## src/design/wfd_pkg.sv

```systemverilog
// Shared types and codes for the WebSocket frame decoder.
`timescale 1ns / 1ps

package wfd_pkg;

    typedef enum logic [1:0] {
        KIND_HEADER  = 2'd0,
        KIND_PAYLOAD = 2'd1,
        KIND_ERROR   = 2'd2
    } t_kind;

    typedef enum logic [5:0] {
        PH_OPCODE  = 6'b000001,
        PH_LENGTH  = 6'b000010,
        PH_EXTLEN  = 6'b000100,
        PH_MASKKEY = 6'b001000,
        PH_PAYLOAD = 6'b010000,
        PH_SKIP    = 6'b100000
    } t_phase;

    localparam int unsigned LEN_CODE_EXT16 = 126;
    localparam int unsigned LEN_CODE_EXT64 = 127;

    typedef struct packed {
        logic        valid;
        t_kind       kind;
        logic [7:0]  opcode_byte;
        logic [15:0] payload_length;
        logic [7:0]  payload_byte;
        logic        frame_last;
    } t_result;

    typedef struct packed {
        logic [7:0] rx_byte;
        logic       buffer_last;
    } t_item;

endpackage

```

## src/design/wfd_in_reg.sv

```systemverilog
// Input register stage: holds one received beat until the parser takes it.
`timescale 1ns / 1ps

module wfd_in_reg
    import wfd_pkg::*;
(
    input  logic  i_clk,
    input  logic  i_rst_n,
    input  logic  i_valid,
    output logic  o_ready,
    input  t_item i_item,
    output logic  o_valid,
    input  logic  i_take,
    output t_item o_item
);

    logic  r_valid;
    t_item r_item;

    assign o_ready = !r_valid || i_take;
    assign o_valid = r_valid;
    assign o_item  = r_item;

    always_ff @(posedge i_clk) begin
        if (!i_rst_n) begin
            r_valid <= 1'b0;
        end else if (o_ready) begin
            r_valid <= i_valid;
        end
    end

    always_ff @(posedge i_clk) begin
        if (o_ready && i_valid) begin
            r_item <= i_item;
        end
    end

endmodule

```

## src/design/wfd_parser.sv

```systemverilog
// Frame header parser and payload unmasker, one byte per fire.
`timescale 1ns / 1ps

module wfd_parser
    import wfd_pkg::*;
(
    input  logic    i_clk,
    input  logic    i_rst_n,
    input  logic    i_fire,
    input  t_item   i_item,
    output t_result o_res
);

    t_phase      r_phase,  n_phase;
    logic [7:0]  r_first,  n_first;
    logic [15:0] r_len,    n_len;
    logic        r_masked, n_masked;
    logic [31:0] r_key,    n_key;
    logic [1:0]  r_hcnt,   n_hcnt;
    logic [15:0] r_pcnt,   n_pcnt;

    always_comb begin
        logic [7:0] b;
        logic       last;
        logic [6:0] code;
        logic [7:0] key_byte;
        logic       do_err;
        logic       do_hdr;

        b        = i_item.rx_byte;
        last     = i_item.buffer_last;
        code     = b[6:0];
        key_byte = 8'd0;
        do_err   = 1'b0;
        do_hdr   = 1'b0;

        n_phase  = r_phase;
        n_first  = r_first;
        n_len    = r_len;
        n_masked = r_masked;
        n_key    = r_key;
        n_hcnt   = r_hcnt;
        n_pcnt   = r_pcnt;
        o_res    = '0;

        case (r_phase)
            PH_OPCODE: begin
                n_first = b;
                if (last) begin
                    do_err = 1'b1;
                end else begin
                    n_phase = PH_LENGTH;
                end
            end
            PH_LENGTH: begin
                n_masked = b[7];
                n_hcnt   = 2'd0;
                n_key    = 32'd0;
                if (code == 7'(LEN_CODE_EXT64)) begin
                    do_err = 1'b1;
                end else if (code == 7'(LEN_CODE_EXT16)) begin
                    n_len = 16'd0;
                    if (last) begin
                        do_err = 1'b1;
                    end else begin
                        n_phase = PH_EXTLEN;
                    end
                end else begin
                    n_len = {9'd0, code};
                    if (b[7]) begin
                        if (last) begin
                            do_err = 1'b1;
                        end else begin
                            n_phase = PH_MASKKEY;
                        end
                    end else begin
                        do_hdr = 1'b1;
                    end
                end
            end
            PH_EXTLEN: begin
                n_len = {r_len[7:0], b};
                if (r_hcnt == 2'd0) begin
                    n_hcnt = 2'd1;
                    do_err = last;
                end else begin
                    n_hcnt = 2'd0;
                    if (r_masked) begin
                        if (last) begin
                            do_err = 1'b1;
                        end else begin
                            n_phase = PH_MASKKEY;
                        end
                    end else begin
                        do_hdr = 1'b1;
                    end
                end
            end
            PH_MASKKEY: begin
                n_key = {r_key[23:0], b};
                if (r_hcnt != 2'd3) begin
                    n_hcnt = r_hcnt + 2'd1;
                    do_err = last;
                end else begin
                    n_hcnt = 2'd0;
                    do_hdr = 1'b1;
                end
            end
            PH_PAYLOAD: begin
                // key bytes cycle from the most significant one
                if (r_masked) begin
                    case (r_pcnt[1:0])
                        2'd0:    key_byte = r_key[31:24];
                        2'd1:    key_byte = r_key[23:16];
                        2'd2:    key_byte = r_key[15:8];
                        default: key_byte = r_key[7:0];
                    endcase
                end
                n_pcnt = r_pcnt + 16'd1;
                if (n_pcnt == r_len) begin
                    n_phase            = last ? PH_OPCODE : PH_SKIP;
                    o_res.valid        = 1'b1;
                    o_res.kind         = KIND_PAYLOAD;
                    o_res.payload_byte = b ^ key_byte;
                    o_res.frame_last   = 1'b1;
                end else if (last) begin
                    do_err = 1'b1;
                end else begin
                    o_res.valid        = 1'b1;
                    o_res.kind         = KIND_PAYLOAD;
                    o_res.payload_byte = b ^ key_byte;
                end
            end
            PH_SKIP: begin
                n_phase = last ? PH_OPCODE : PH_SKIP;
            end
            default: begin
                n_phase = PH_OPCODE;
            end
        endcase

        if (do_hdr) begin
            n_pcnt = 16'd0;
            if (n_len == 16'd0) begin
                n_phase           = last ? PH_OPCODE : PH_SKIP;
                o_res.valid       = 1'b1;
                o_res.kind        = KIND_HEADER;
                o_res.opcode_byte = r_first;
                o_res.frame_last  = 1'b1;
            end else if (last) begin
                // buffer ended before any payload arrived
                do_err = 1'b1;
            end else begin
                n_phase              = PH_PAYLOAD;
                o_res.valid          = 1'b1;
                o_res.kind           = KIND_HEADER;
                o_res.opcode_byte    = r_first;
                o_res.payload_length = n_len;
            end
        end

        if (do_err) begin
            n_phase          = last ? PH_OPCODE : PH_SKIP;
            o_res            = '0;
            o_res.valid      = 1'b1;
            o_res.kind       = KIND_ERROR;
            o_res.frame_last = 1'b1;
        end

        if (!i_fire) begin
            o_res.valid = 1'b0;
        end
    end

    always_ff @(posedge i_clk) begin
        if (!i_rst_n) begin
            r_phase  <= PH_OPCODE;
            r_first  <= 8'd0;
            r_len    <= 16'd0;
            r_masked <= 1'b0;
            r_key    <= 32'd0;
            r_hcnt   <= 2'd0;
            r_pcnt   <= 16'd0;
        end else if (i_fire) begin
            r_phase  <= n_phase;
            r_first  <= n_first;
            r_len    <= n_len;
            r_masked <= n_masked;
            r_key    <= n_key;
            r_hcnt   <= n_hcnt;
            r_pcnt   <= n_pcnt;
        end
    end

endmodule

```

## src/design/wfd_out_reg.sv

```systemverilog
// Result register: holds one decoded beat until the sink takes it.
`timescale 1ns / 1ps

module wfd_out_reg
    import wfd_pkg::*;
(
    input  logic    i_clk,
    input  logic    i_rst_n,
    input  t_result i_res,
    output logic    o_ready,
    output logic    o_valid,
    input  logic    i_ready,
    output t_result o_res
);

    logic    r_valid;
    t_result r_res;

    assign o_ready = !r_valid || i_ready;
    assign o_valid = r_valid;
    assign o_res   = r_res;

    always_ff @(posedge i_clk) begin
        if (!i_rst_n) begin
            r_valid <= 1'b0;
        end else if (o_ready) begin
            r_valid <= i_res.valid;
        end
    end

    always_ff @(posedge i_clk) begin
        if (o_ready && i_res.valid) begin
            r_res <= i_res;
        end
    end

endmodule

```

## src/design/websocket_frame_decoder_core.sv

```systemverilog
// Top level of the WebSocket frame decoder.
`timescale 1ns / 1ps

// Decodes one WebSocket frame (16-bit lengths) from each receive buffer, one
// byte per beat. Each buffer ends with tlast. A header beat reports the first
// frame byte and payload length, then one beat per payload byte, unmasked by
// the cycling 4-byte key; tlast marks the last result of a frame. A 64-bit
// length code or a buffer that ends early gives an error beat. The block takes
// one byte every cycle while the result side does not stall; each byte passes
// the input register, the parser's combinational decode and the result register.
module websocket_frame_decoder_core
    import wfd_pkg::*;
(
    input  logic        i_clk,
    input  logic        i_rst_n,
    input  logic        i_s_axis_tvalid,
    output logic        o_s_axis_tready,
    input  logic [7:0]  i_s_axis_tdata,  // [7:0] rx_byte
    input  logic        i_s_axis_tlast,
    output logic        o_m_axis_tvalid,
    input  logic        i_m_axis_tready,
    output logic [31:0] o_m_axis_tdata,  // [7:0] opcode_byte, [23:8] payload_length,
                                         // [31:24] payload_byte
    output logic [1:0]  o_m_axis_tuser,  // [1:0] kind
    output logic        o_m_axis_tlast
);

    t_item   in_item;
    t_item   pipe_item;
    logic    pipe_valid;
    logic    out_ready;
    logic    fire;
    t_result res;
    t_result out_res;

    assign in_item.rx_byte     = i_s_axis_tdata;
    assign in_item.buffer_last = i_s_axis_tlast;
    assign fire                = pipe_valid && out_ready;

    wfd_in_reg u_in_reg (
        .i_clk   (i_clk),
        .i_rst_n (i_rst_n),
        .i_valid (i_s_axis_tvalid),
        .o_ready (o_s_axis_tready),
        .i_item  (in_item),
        .o_valid (pipe_valid),
        .i_take  (fire),
        .o_item  (pipe_item)
    );

    wfd_parser u_parser (
        .i_clk   (i_clk),
        .i_rst_n (i_rst_n),
        .i_fire  (fire),
        .i_item  (pipe_item),
        .o_res   (res)
    );

    wfd_out_reg u_out_reg (
        .i_clk   (i_clk),
        .i_rst_n (i_rst_n),
        .i_res   (res),
        .o_ready (out_ready),
        .o_valid (o_m_axis_tvalid),
        .i_ready (i_m_axis_tready),
        .o_res   (out_res)
    );

    assign o_m_axis_tdata = {out_res.payload_byte, out_res.payload_length,
                             out_res.opcode_byte};
    assign o_m_axis_tuser = out_res.kind;
    assign o_m_axis_tlast = out_res.frame_last;

endmodule

```

## config.mk

```make
export PLATFORM = sky130hd
export DESIGN_NAME = websocket_frame_decoder_core
export DESIGN_NICKNAME = d
export VERILOG_FILES = /design/src/design/wfd_pkg.sv /design/src/design/wfd_in_reg.sv /design/src/design/wfd_parser.sv /design/src/design/wfd_out_reg.sv /design/src/design/websocket_frame_decoder_core.sv
export SDC_FILE = /design/constraint.sdc
export NUM_CORES = 1
export LEC_CHECK = 0
export ABC_AREA = 0
export BUFFER_PORTS_ARGS = -buffer_cell sky130_fd_sc_hd__buf_2
export CAP_MARGIN = 25
export CORE_MARGIN = 2
export CORE_UTILIZATION = 54
export CTS_BUF_LIST = sky130_fd_sc_hd__clkbuf_16
export CTS_CLUSTER_DIAMETER = 150
export DETAILED_ROUTE_END_ITERATION = 6
export HOLD_SLACK_MARGIN = 0.15
export PLACE_DENSITY_LB_ADDON = 0.1
export RECOVER_POWER = 100
export SYNTH_ARGS = -nofsm -noshare
export SYNTH_HDL_FRONTEND = slang
export SYNTH_HIERARCHICAL = 1
export SYNTH_SLANG_ARGS = --single-unit
```

## constraint.sdc

```tcl
create_clock -name i_clk -period 2.7 [get_ports i_clk]
set_clock_uncertainty 0.05 [all_clocks]
set_input_delay 0.27 -clock i_clk [delete_from_list [all_inputs] [get_ports i_clk]]
set_output_delay 0.27 -clock i_clk [all_outputs]
set_load 0.005 [all_outputs]
```

; ---- Word level (Yosys, flattened, before mapping)
; Cells that the tools add are included.
[totals]
regBits = 127
elab_cells = 115
in_bits = 13
[op_classes]
bitwise = 3
n_mux = 61
n_eq_ne = 12
n_reduce_logical = 21
add_sub_neg = 2
[ops]
columns = op, count
row1 = $mux 6, 14
row2 = $mux 16, 4
row3 = $pmux 32 s2, 1
row4 = $mux 27, 2
row5 = $mux 36, 1
row6 = $pmux 6 s6, 1
row7 = $mux 8, 4
row8 = $pmux 16 s2, 1
row9 = $pmux 8 s3, 1
row10 = $mux 1, 22
row11 = $add 16x1->16 const B, 1
row12 = $eq 16x16->1, 1
row13 = $logic_not 16->1, 1
row14 = $eq 7x7->1 const B, 2
row15 = $mux 11, 1
row16 = $reduce_and 2->1, 5
row17 = $mux 3, 3
row18 = $mux 9, 1
row19 = $xor 8x8->8, 1
row20 = $mux 7, 1
row21 = $eq 6x1->1 const B, 1
row22 = $eq 6x2->1 const B, 1
row23 = $eq 6x3->1 const B, 1
row24 = $eq 6x4->1 const B, 1
row25 = 19 further kinds, 27

; ---- Depth between registers and ports, before layout
; Gate-level depths: netlist (run 1).
[logic_depth]
ltp_word = 13
mapped_depth = 10
mapped_depth_nobuf = 9

; ---- Modules after synthesis
; Netlist (run 1), hierarchy kept.
[modules_own_cells]
columns = mod, area_per_inst_um2, seq_area_each_um2, cells_each, instances
row1 = wfd_parser, 4922.2, 1621.6, 634, 1
row2 = wfd_out_reg, 1138.6, 1101.1, 41, 1
row3 = wfd_in_reg, 327.8, 290.3, 14, 1
row4 = websocket_frame_decoder_core, 6.3, 0.0, 1, 1

; ---- Worst setup path after synthesis (run 1)
; No wires, ideal clock.
[synth_timing]
path_kind = register to register
from = register u_parser.r_phase[2]
to = register u_out_reg.r_res, in the netlist u_out_reg/o_res[0], enable pin
arrival_ns = 2.193
setup_slack_ns = 0.110
path_stages_with_launch = 8
setup_ns = 0.346
path_cell_list = dfxtp_1 buf_6 or4b_4 nor4_2 a22o_1 nor2_1 a31oi_1 and2_4
[synth_rtl]
columns = element, line_no
row1 = start: declaration, wfd_parser.sv:14  ; t_phase r_phase, n_phase;
row2 = start signal: assignment, wfd_parser.sv:185  ; r_phase <= n_phase;
row3 = end signal: assignment, wfd_out_reg.sv:33  ; r_res <= i_res;
row4 = end: declaration, wfd_out_reg.sv:17  ; t_result r_res;

; ---- Final worst setup path (run 1)
[layout_timing]
from = register u_parser.r_pcnt[0]
to = register u_parser.r_phase[4]
[layout_between]
elab_chain_cells = 8
elab_cells_between_ends = 13
[layout_rtl]
columns = element, line_no
row1 = start: declaration, wfd_parser.sv:20  ; logic [15:0] r_pcnt, n_pcnt;
row2 = start signal: assignment, wfd_parser.sv:191  ; r_pcnt <= n_pcnt;
row3 = $add 16x1->16 *, wfd_parser.sv:119  ; n_pcnt = r_pcnt + 16'd1;
row4 = $eq 16x16->1 *, wfd_parser.sv:120  ; if (n_pcnt == r_len) begin
row5 = $mux 6 / $mux 1 (equally long branches), wfd_parser.sv:120
row6 = $pmux 6 s6 / $pmux 1 s5 (equally long branches), wfd_parser.sv:46  ; case (r_phase)
row7 = $mux 6 / $mux 1 (equally long branches), wfd_parser.sv:150  ; end else if (last) begin
row8 = $mux 6 / $mux 1 (equally long branches), wfd_parser.sv:144  ; if (n_len == 16'd0) begin
row9 = $mux 6 / $mux 1 (equally long branches), wfd_parser.sv:142  ; if (do_hdr) begin
row10 = $mux 6 *, wfd_parser.sv:162  ; if (do_err) begin
; Mark *: on every way between the ends. The rest lies on a longest branch, timed or not.
; A chain may end at the register's enable or synchronous reset.

==> flow_summary_export.csv, run 1 <==
group,metric,value,unit
run_status,status,"completed",
timing,setup_viol,0,
place,dp_hpwl,12000,um
detailed_routing,routed_wl,17500,um
critical_path,crit_chain,"ha_1, nand3_1, or3_1, nor4_2, o22a_1, nand4_1, buf_4, a21oi_1, o41ai_2",
floorplan,floorplan.io_pins,50,
critical_path,crit_path_end_kind,"flop",
logic_synthesis,synth_fp_nets,709,
power,comb_power_share,0.061,
grt,overflow,0,
logic_synthesis,netlist_area,6360,um2
cts,clock_sinks,127,
timing,hold_slack,186,ps
detailed_routing,ant_nets,0,
place,gp_congestion,0.880,
job,cap_violations,0,
place,portBuffers,49,
timing,slew_headroom,0.280,
timing,fin_crit_sh,0.976,
floorplan,start_util,0.555,
logic_synthesis,postSynthCellCount,689,
grt,grt_pass1_wl,28000,um
final_layout,finalNetCount,788,
power,p_leak,0.00276,uW
logic_synthesis,post_synth.cell_area_avg,9.24,um2
floorplan,die_y,113,um
cts,cts_tree,"yes",
critical_path,cp-start-kind,"flop",
grt,grt_util_met3,0.0686,
power,p_switching,1020,uW
detailed_routing,routed_via_density,6.24,
critical_path,worstPathRequired,2940,ps
final_layout,antenna-diode-count,0,
floorplan,die_area,12700,um2
timing,rsz0062_at_grt,"yes",
floorplan,rows,39,
power,power.internal,3570,uW
critical_path,critical-path-top-delay-family,"simple AND/OR/NAND/NOR gates",
final_layout,drive_above_1_share,0.197,
critical_path,cp_slowest_cell,"or3_1",
power,power_density,593,nW/um2
grt,antenna_found_initial,0,
cts,clkTransAtPathRegs,60,ps
timing,hold_viol_final,0,
power,seqPwrFrac,0.449,
detailed_routing,via_count,5766,
grt,use_met1,0.348,
cts,cts_max_level,4,
critical_path,crit_type,"flop to flop",
critical_path,worstPathArrival,2870,ps
critical_path,slowest_delay,430,ps
grt,use_met2,0.461,
min_path,min-delay-path-class,"primary input to flop",
grt,grt_pass1_vias,5568,
timing,finalCriticalPeriod,2630,ps
power,peakVddDrop,0.000600,V
critical_path,path_buf_inv,1,
detailed_routing,firstDrtPassIters,6,
final_layout,syn2layout_area_growth,21.5,%
power,p_clk_frac,0.490,
cts,cts.root.buffer_cell,"clkbuf_16",
cts,clk_path_buf_depth,2,
floorplan,die_w,113,um
grt,track_usage,0.281,
grt,top_usage_layer,"met2",
detailed_routing,drt-initial-drc-count,560,
cts,numCtsBuffers,17,
cts,clock_latency,420,ps
final_layout,nFillCells,923,
timing,drv_slew,0,
final_layout,stdcell_area,7730,um2
detailed_routing,drcViolationCount,0,
detailed_routing,wl_per_cell,18.9,um
logic_synthesis,ys_warn_count,6,
grt,grt_max_degree,60,
power,switching_share,0.222,
timing,fmax,380,MHz
timing,tightestPinTransition,1070,ps
critical_path,critPathMaxFanout,8,
place,place_area,7010,um2
floorplan,coreArea,11500,um2
[metrics by stage]
stage | power (uW) | utilization | std cells | setup TNS (ps) | setup slack, ps
2_1_floorplan | 2250 | - | 689 | 0 | 159
3_3_place_gp | 2360 | 0.610 | 879 | 0 | 35.9
3_5_place_dp | 2360 | 0.612 | 880 | -35.6 | -23.0
4_1_cts | 4610 | 0.672 | 923 | 0 | 20.4
5_1_grt | 4740 | 0.675 | 924 | -45.6 | -25.8
6_report | 4590 | 0.675 | 924 | 0 | 65.0
[power by group through the flow]
stage	Combinational [uW]	Clock, uW	Sequential [uW]
4_1_cts	279	2270	2060
3_5_place_dp	265	0	2100
5_1_grt	303	2370	2060
3_3_place_gp	261	0	2100
6_report	282	2250	2060
2_1_floorplan	160	0	2090
[state kept, by name (all words and copies together) (netlist names)]
register / count
u_in_reg/o_item: 9
u_in_reg/o_valid: 1
u_out_reg/o_res: 35
u_out_reg/o_valid: 1
u_parser/r_first: 8
u_parser/r_hcnt: 2
u_parser/r_key: 32
u_parser/r_len: 16
u_parser/r_masked: 1
u_parser/r_pcnt: 16
u_parser/r_phase: 6
[layout by cell type, fill, tap and decap left out, types with 4 or more instances in the layout]
cell	instances
nor2_1	114
dfxtp_1	80
a22oi_1	58
buf_4	55
edfxtp_1	44
nand2_1	35
buf_2	34
o21ai_0	30
a21oi_1	24
clkbuf_16	17
clkbuf_1	16
xnor2_1	16
inv_1	15
xor2_1	13
dlygate4sd3_1	11
nand2b_1	11
nand4_1	11
or3_1	11
and2_1	11
nand3_1	10
a31oi_1	10
a222oi_1	10
or4_1	9
o21ai_1	8
a32oi_1	7
mux2i_1	7
ha_1	7
nor3_1	6
nor4_2	5
clkinv_2	4
and3_1	4
nor4_1	4
o22ai_1	4
[per-layer routing]
layer / up-vias / wire length [um]
met5: - / 0
met4: 0 / 488
met3: 43 / 995
met2: 230 / 8650
met1: 2805 / 7360
li1: 2688 / -
[path summary, 6_finish.rpt]
path	startpoint	endpoint	slack, ps	depth (start not counted)
worst max-delay path	u_parser/r_pcnt[0]	u_parser/r_phase[4]	70	9
worst min-delay path	i_rst_n	u_parser/r_pcnt[9]	190	2
worst min register to register	u_parser/r_phase[1]	u_parser/r_phase[1]	420	2
worst max register to register	u_parser/r_pcnt[0]	u_parser/r_phase[4]	70	9
[worst reg2reg max path, delay by kind of cell, from the launching register on]
family	cells	cell delay [ps]
AND/OR/NAND/NOR	4	1120
AO/OA/AOI/OAI	3	430
flip-flops	1	420
buffers and inverters	1	240
adder cells (fa/ha/maj)	1	220
[final cells by class]
class	instances	area, um2	area share
multi-input cells	487	3120	0.403
flip-flops and latches	127	2990	0.386
repair buffers	120	813	0.105
clock buffers	17	425	0.0550
well taps	143	179	0.0231
clock inverters	15	154	0.0199
inverters	15	56.3	0.00728
[what timing repair did]
item                                    in CTS  in global routing
endpoints found under the hold margin       11                  0
buffers inserted                             0                  1
pin swaps                                    0                  2
endpoints found under the setup margin       9                 22
resized for setup                            2                 13
hold buffers                                11                  0
Power figures use the tool's default switching activity.
==> inputs of run 2 (changes only) <==
--- a/config.mk
+++ b/config.mk
@@ -6,13 +6,15 @@
 export NUM_CORES = 1
 export LEC_CHECK = 0
 export ABC_AREA = 0
-export BUFFER_PORTS_ARGS = -buffer_cell sky130_fd_sc_hd__buf_2
 export CAP_MARGIN = 25
+export CELL_PAD_IN_SITES_DETAIL_PLACEMENT = 1
+export CELL_PAD_IN_SITES_GLOBAL_PLACEMENT = 1
 export CORE_MARGIN = 2
-export CORE_UTILIZATION = 54
+export CORE_UTILIZATION = 44
 export CTS_BUF_LIST = sky130_fd_sc_hd__clkbuf_16
 export CTS_CLUSTER_DIAMETER = 150
 export DETAILED_ROUTE_END_ITERATION = 6
+export DONT_BUFFER_PORTS = 1
 export HOLD_SLACK_MARGIN = 0.15
 export PLACE_DENSITY_LB_ADDON = 0.1
 export RECOVER_POWER = 100
==> run 2 against run 1 <==
Against the previous run: worst hold slack improved by 240 ps; global-route usage fell by 1.9 points; register-to-register slack improved by 50 ps; power fell by 1.2%; non-clock buffer count fell by 41; via count fell by 2.9%; critical path type unchanged.
==> flow_summary_export.csv, run 2 (same netlist as run 1, synthesis figures left out) <==
group,metric,value,unit
critical_path,critPathMaxFanout,5,
job,cap_violations,0,
cts,clock_sinks,127,
critical_path,critical-path-top-delay-family,"simple AND/OR/NAND/NOR gates",
min_path,min-delay-start,"i_s_axis_tdata[6]",
critical_path,path_buf_inv,1,
grt,grt_pass1_wl,32000,um
critical_path,crit_path_end_kind,"flop",
power,finalPower,4530,uW
final_layout,antenna-diode-count,0,
critical_path,crit_type,"flop to flop",
timing,tightestPinTransition,664,ps
timing,setup_viol,0,
final_layout,final_cell_mix,"114 x nor2_1, 80 x dfxtp_1, 58 x a22oi_1",
power,peakVddDrop,0.000575,V
power,switching_share,0.233,
grt,track_usage,0.261,
cts,cts.root.buffer_cell,"clkbuf_16",
critical_path,worstReg2RegStart,"u_parser/r_phase[3]",
final_layout,syn2layout_area_growth,18.7,%
place,place_area,6860,um2
timing,fmax,386,MHz
cts,clk_path_buf_depth,2,
detailed_routing,firstDrtPassIters,5,
floorplan,start_util,0.455,
critical_path,crit_chain,"or4b_4, nor4_2, a32oi_1, a222oi_1, buf_4, o21ai_0, a211oi_1, nor2_1",
final_layout,drive_above_1_share,0.164,
detailed_routing,routed_wl,20000,um
final_layout,final_common_cell,"nor2_1",
cts,cts_tree,"yes",
final_layout,nFillCells,1577,
grt,grt_pass1_vias,5664,
critical_path,cp_slowest_cell,"or4b_4",
detailed_routing,drt-initial-drc-count,505,
power,p_switching,1060,uW
detailed_routing,ant_nets,0,
detailed_routing,wl_per_cell,21.7,um
power,comb_power_share,0.055,
timing,hold_viol_final,0,
final_layout,largest_reg_flops,35,
critical_path,reg2regPathDepth,8,
floorplan,die_area,15400,um2
cts,clock_latency,420,ps
critical_path,cp-start-kind,"flop",
grt,grt_max_degree,60,
final_layout,fin_util,0.540,
timing,fin_crit_sh,0.958,
floorplan,die_y,124,um
timing,finalCriticalPeriod,2590,ps
critical_path,reg2reg_slack,110,ps
cts,cts_max_level,4,
floorplan,floorplan.io_pins,50,
timing,slew_headroom,0.557,
final_layout,stdcell_area,7550,um2
final_layout,finalNetCount,747,
critical_path,startpoint,"u_parser/r_phase[3]",
detailed_routing,drcViolationCount,0,
power,p_clk_frac,0.489,
critical_path,slowest_delay,570,ps
grt,overflow,0,
critical_path,worstPathArrival,2700,ps
min_path,min-delay-path-class,"primary input to flop",
floorplan,rows,43,
power,seqPwrFrac,0.456,
critical_path,worstPathRequired,2810,ps
cts,numCtsBuffers,17,
power,p_leak,0.00263,uW
grt,antenna_found_initial,0,
detailed_routing,via_count,5597,
place,portBuffers,0,
cts,clkTransAtPathRegs,60,ps
run_status,status,"completed",
min_path,worstHoldEndpoint,"u_in_reg/o_item[7]",
floorplan,die_w,124,um
min_path,hold_depth,1,
place,gp_congestion,0.885,
detailed_routing,routed_via_density,6.08,
place,dp_hpwl,13900,um
critical_path,worstReg2RegEnd,"u_out_reg/o_res[34]",
power,power.internal,3480,uW
floorplan,coreArea,14000,um2
power,power_density,600,nW/um2
timing,drv_slew,0,
## run 2: cell types whose count changed in the layout (fill, tap and decap cells not counted), moves of 3 or more
cell,before,now
nor4_2,5,1
o21ai_0,30,33
clkbuf_1,16,2
clkinv_2,4,1
clkbuf_2,1,4
o21ai_1,8,5
nor4_1,4,8
buf_2,34,1
## run 2: how the worst max path moves through the flow
stage                          end  slack, ps  cells after the start
3_3_place_gp   u_out_reg/o_res[34]        110                      8
3_5_place_dp    u_out_reg/o_res[6]         60                      8
4_1_cts         u_out_reg/o_res[9]         30                      7
6_report       u_out_reg/o_res[34]        110                      8
5_1_grt        u_out_reg/o_res[34]         -2                      9
2_1_floorplan   u_out_reg/o_res[0]        160                      7
## run 2: worst register-to-register path, delay by kind of cell (launching register included)
| kind | cells | cell delay [ps] |
|---|---|---|
| AO/OA/AOI/OAI | 4 | 780 |
| buffers and inverters | 1 | 190 |
| flip-flops | 1 | 340 |
| AND/OR/NAND/NOR | 3 | 960 |
## run 2: power by group through the flow
stage	clock, uW	sequential, uW	combinational (uW)
5_1_grt	2330	2070	271
2_1_floorplan	0	2090	160
3_3_place_gp	0	2110	222
3_5_place_dp	0	2110	230
4_1_cts	2250	2070	248
6_report	2220	2070	250
## run 2: final cells by class
cell class                      count  area [um2]  area share
Clock buffer                       19         475      0.0630
Clock inverter                     13        92.6      0.0123
Inverter                           15        56.3     0.00746
Multi-Input combinational cell    487        3090       0.409
Sequential cell                   127        2990       0.395
Tap cell                          180         225      0.0298
Timing Repair Buffer               79         628      0.0832
## run 2: through the flow
stage / cells / hold WS [ps] / setup slack (ps) / TNS (ps)
after floorplan: 689 / 319 / 159 / 0
final: 920 / 428 / 112 / 0
after global routing: 920 / 422 / -1.73 / -1.73
after detailed placement: 875 / 319 / 58.5 / 0
after global placement: 875 / 319 / 107 / 0
after CTS: 919 / 406 / 30.7 / 0
## run 2: layer usage
| metal | part of all wire | vias to the layer above | wire length (um) | global-route usage |
|---|---|---|---|---|
| met1 | 0.42 | 2818 | 8470 | 0.316 |
| met5 | 0 | - | 0 | 0 |
| met2 | 0.51 | 140 | 10200 | 0.458 |
| li1 | - | 2604 | - | - |
| met4 | 0.024 | 0 | 484 | 0.0919 |
| met3 | 0.040 | 35 | 798 | 0.0563 |
## run 2: repair_timing
action,4_1_cts,5_1_grt
endpoints found under the setup margin,1,53
buffers inserted,0,1
gates resized for setup,1,12
pin swaps,0,1
hold endpoints to repair,27,0
hold buffers,12,0
